File: config.mk
export PLATFORM = sky130hd
export DESIGN_NAME = tli_divider
export DESIGN_NICKNAME = d
export VERILOG_FILES = /design/src/rtl/core/tli_pkg.sv /design/src/rtl/core/tli_divider.sv
export SDC_FILE = /design/constraint.sdc
export NUM_CORES = 1
export LEC_CHECK = 0
export BUFFER_PORTS_ARGS = -buffer_cell sky130_fd_sc_hd__buf_2
export CAP_MARGIN = 20
export CORE_MARGIN = 2
export CORE_UTILIZATION = 38
export CTS_BUF_LIST = sky130_fd_sc_hd__clkbuf_8
export DETAILED_ROUTE_END_ITERATION = 8
export GPL_ROUTABILITY_DRIVEN = 0
export PLACE_DENSITY = 0.6
export SYNTH_ARGS = -nofsm -noshare
export SYNTH_HDL_FRONTEND = slang
export SYNTH_SLANG_ARGS = --single-unit
File: constraint.sdc
create_clock -name clk -period 5.9 [get_ports clk]
set_clock_uncertainty 0.05 [all_clocks]
set_input_delay 1.18 -clock clk [delete_from_list [all_inputs] [get_ports clk]]
set_output_delay 1.18 -clock clk [all_outputs]
set_load 0.01 [all_outputs]
File: src/rtl/core/tli_pkg.sv
package tli_pkg;

	localparam int unsigned DataWidth = 32;
	localparam int unsigned LenWidth  = 9;
	localparam int unsigned IdxWidth  = 8;
	localparam int unsigned StWidth   = 2;

	localparam logic       ModeWrite = 1'b0;
	localparam logic       ModeQuery = 1'b1;

	localparam logic [1:0] StatusOk    = 2'd0;
	localparam logic [1:0] StatusEmpty = 2'd1;
	localparam logic [1:0] StatusSpan  = 2'd2;

	typedef struct packed {
		logic                        mode;
		logic [IdxWidth-1:0]         entry_index;
		logic signed [DataWidth-1:0] entry_x;
		logic signed [DataWidth-1:0] entry_y;
		logic signed [DataWidth-1:0] query_x;
	} in_item_t;

	typedef struct packed {
		logic signed [DataWidth-1:0] result_y;
		logic [IdxWidth-1:0]         segment_index;
		logic [StWidth-1:0]          status;
	} out_item_t;

	typedef struct packed {
		logic        start;
		logic [63:0] dividend;
		logic [33:0] divisor;
	} div_req_t;

	typedef struct packed {
		logic        done;
		logic [63:0] quotient;
	} div_rsp_t;

endpackage

File: src/rtl/core/tli_divider.sv
module tli_divider
	import tli_pkg::*;
(
	input  logic     clk,
	input  logic     arst_n,
	input  div_req_t req,
	output div_rsp_t rsp
);

	logic [63:0] quot_q;
	logic [34:0] rem_q;
	logic [33:0] div_q;
	logic [6:0]  cnt_q;
	logic        busy_q;
	logic        done_q;
	logic [34:0] trial;
	logic [34:0] shifted;

	assign shifted = {rem_q[33:0], quot_q[63]};
	assign trial   = shifted - {1'b0, div_q};

	always_ff @(posedge clk or negedge arst_n) begin
		if (!arst_n) begin
			busy_q <= 1'b0;
			done_q <= 1'b0;
			cnt_q  <= '0;
		end else begin
			done_q <= 1'b0;
			if (req.start) begin
				busy_q <= 1'b1;
				cnt_q  <= 7'd64;
			end else if (busy_q) begin
				cnt_q <= cnt_q - 7'd1;
				if (cnt_q == 7'd1) begin
					busy_q <= 1'b0;
					done_q <= 1'b1;
				end
			end
		end
	end

	always_ff @(posedge clk) begin
		if (req.start) begin
			quot_q <= req.dividend;
			rem_q  <= '0;
			div_q  <= req.divisor;
		end else if (busy_q) begin
			if (!trial[34]) begin
				rem_q  <= trial;
				quot_q <= {quot_q[62:0], 1'b1};
			end else begin
				rem_q  <= shifted;
				quot_q <= {quot_q[62:0], 1'b0};
			end
		end
	end

	assign rsp.done     = done_q;
	assign rsp.quotient = quot_q;

	a_no_restart: assert property (@(posedge clk) disable iff (!arst_n)
		busy_q |-> !req.start) else $error("divider restarted while busy");
	a_done_pulse: assert property (@(posedge clk) disable iff (!arst_n)
		done_q |=> !done_q) else $error("divider done held");
	a_cnt_idle: assert property (@(posedge clk) disable iff (!arst_n)
		!busy_q |-> cnt_q == 7'd0 || cnt_q == 7'd1 || done_q || cnt_q == 7'd64)
		else $error("divider count stray");

endmodule

==> results.md <==
* CP required at 6.21 ns
* Max-slew headroom at 30.9%
* Net Sw Frac at 36.7%
* Std-Cell Core Area at 19600 sq um
* CTS Sinks at 141
* Largest fanout on the critical path at 35
* Initial Util at 38.9%
* Post-Syn Instances at 677
* I/O Buffers at 165
* Static Leak at 0.00387 uW
* Psw at 1280 uW
* Worst slew pin tran at 1.03 ns
* Sequential area share after synthesis at 50.5%
* Period utilization at 67.5%
* CP endpoint kind: flop
* Resize count post-CTS at 0
* Routed len/inst at 15.4 microns
* Top_reg_cell synth: edfxtp_1
* Synthesized cell area at 7630 sq um
* Top-Level Pins at 166
* Top post-synthesis cells by area: edfxtp_1, mux2_2, dfxtp_1
* Net Count, Synth at 815
* Seq cells post-synth at 141
* Hold Fails Final Rpt at 0
* Die width at 146 microns
* Logic pwr share at 36.9%
* Clock power frac at 23.4%
* Ys async rst share at 6.38%
* Overall power at 3500 uW
* Root Driver: clkbuf_8
* RSZ-0062 raised after global routing: false
* CTS Buffer Depth at 2
* Overall global routing resource usage at 16.7%
* DR vias at 5587
* Tmin final at 3.98 ns
* Drt drc at 0
* WL final at 17200 microns
* Worst skew pair latency at 0.46 ns
* Top cells by count, synth: edfxtp_1, nand2_1, mux2_2, nor2_1, inv_1
* Die Span Y at 146 microns
* Area leader, netlist: edfxtp_1
* Status: complete, no violations
* # hold bufs at CTS at 0
* Share of layout cells above drive strength 1 at 35.1%
* Layout net count at 973
* Worst Path Class, Setup: flop to flop
* CTS tree: done
* Post-DP HPWL at 12300 microns
* Peak VDD IR at 0.168 mV
* Initial antenna violation count at 0
* Grt ovf at 0
* Setup TNS at 0 ns
* Post-CTS setup buffers at 0
* Yosys cell types at 58
* Largest net degree at the start of global routing at 75
* Reg power frac at 39.7%
* Max Clock Freq at 251 MHz
* Max_cap viols at 0
* Vias in the first global route at 5620
* Num CTS Buffers at 17
* Total Die Area at 21200 sq um
* Starting DRC count in detailed routing at 315
* Pre-antenna DRT Iters at 4
* Layout area overhead at 19.6%
* First-pass GRT wire length at 28700 microns
* Htree depth at 4
* Antenna Nets Post-Route at 0
* # diodes at 0
* Max-slew violations at 0
* Arrival time worst endpoint at 4.29 ns
* CP startpoint kind: flop
* Share of the synthesized area in the top cell type at 38.6%
* Synth warn at 0
* Cell area power density at 383 nW/um^2
* CTS clk-pin slew, worst paths at 0.08 ns
* Internal at 2210 uW
* Post-synth EDFFs at 98
* Std cell rows at 51
* Min-Delay Path Class: flop to flop
* Avg Synthesized Cell Area at 11.3 sq um
* Vias per cell at 5.02
* Final setup viols at 0
* Most common cell in the netlist: edfxtp_1
==> layout by cell type (no fill, tap or decap), types with 10 or more instances in the layout <==
cell type,synthesis,final
clkbuf_8,0,17
dfxtp_1,34,34
o21ai_0,21,21
mux2_2,63,63
edfxtp_1,98,98
a311oi_2,19,19
a21o_1,12,12
buf_2,2,164
nand2b_1,10,10
nor2_1,51,51
inv_1,45,45
a21oi_1,33,33
xnor2_1,20,19
nand2_1,80,80
ha_1,36,36
xor2_1,16,16
==> final timing paths <==
kind / startpoint / endpoint / slack [ns] / cells after the start
min: rem_q[28] / rem_q[29] / 0.45 / 2
max reg2reg: quot_q[63] / rem_q[32] / 1.92 / 13
min in group asynchronous: arst_n / cnt_q[5] / 0.51 / 1
min reg2reg: rem_q[28] / rem_q[29] / 0.45 / 2
max in group asynchronous: arst_n / busy_q / 5.09 / 1
max: quot_q[63] / rem_q[32] / 1.92 / 13
==> critical path: stages (launching register included) <==
cell	delay, ns
edfxtp_1	0.39
inv_1	0.09
ha_1	0.17
inv_1	0.06
fa_1	0.42
a211oi_2	0.23
o21bai_1	0.15
a221oi_2	0.45
a211o_2	0.25
o211ai_4	0.10
a31oi_4	0.29
xor2_4	0.83
nand2_1	0.17
a311oi_2	0.26
==> area by class of cell <==
type | count | area (sq um)
clock inverters | 15 | 176
flip-flops and latches | 141 | 3850
clock buffers | 17 | 234
fillers | 1861 | 10500
repair buffers | 171 | 890
inverters | 45 | 169
well taps | 265 | 332
multi-input cells | 459 | 3470
==> power by group through the flow <==
stage | sequential (uW) | clock (uW) | combinational [uW]
after floorplan | 1410 | 0 | 973
after global placement | 1410 | 0 | 1290
after detailed placement | 1410 | 0 | 1290
after CTS | 1390 | 850 | 1300
after global routing | 1420 | 886 | 1450
final | 1390 | 818 | 1290
==> flip-flops by register name, summed over array words and instances (netlist names) <==
signal and cells:
cnt_q 7, div_q 34, rem_q 34, quot_q 64, busy_q 1, done_q 1
==> cells by family (layout without fill, tap and decap cells) <==
kind of cell    after synthesis  count (layout)  share of synthesized area [%]
mux                          64              64                           9.43
buf+inv                      77             248                           4.17
fa+ha+maj                    37              37                           6.17
simple gates                179             179                           10.4
flops                       141             141                           50.5
xor+xnor                     37              37                           4.50
compound gates              142             142                           14.9
==> metal layers <==
metal | part of all wire [%] | GRT usage, % | vias up | wire, microns
met5 | 0 | 0 | - | 0
met3 | 2.9 | 3.64 | 23 | 495
met1 | 47 | 22.1 | 2702 | 8050
met4 | 1.7 | 5.69 | 0 | 297
met2 | 48 | 27.3 | 82 | 8330
li1 | - | - | 2780 | -
==> stage by stage <==
stage                     area (sq um)  utilization, %  setup WS (ns)  hold slack, ns  cells
final                             9120            46.5           1.92           0.455   1113
after global placement            8690            44.3           2.01           0.434   1080
after floorplan                   7630               -           2.48           0.421    677
after global routing              9120            46.5           1.53           0.484   1113
after CTS                         9100            46.4           1.88           0.458   1112
after detailed placement          8690            44.3           1.92           0.447   1080
Note: power is estimated with default switching activity, not from simulation.
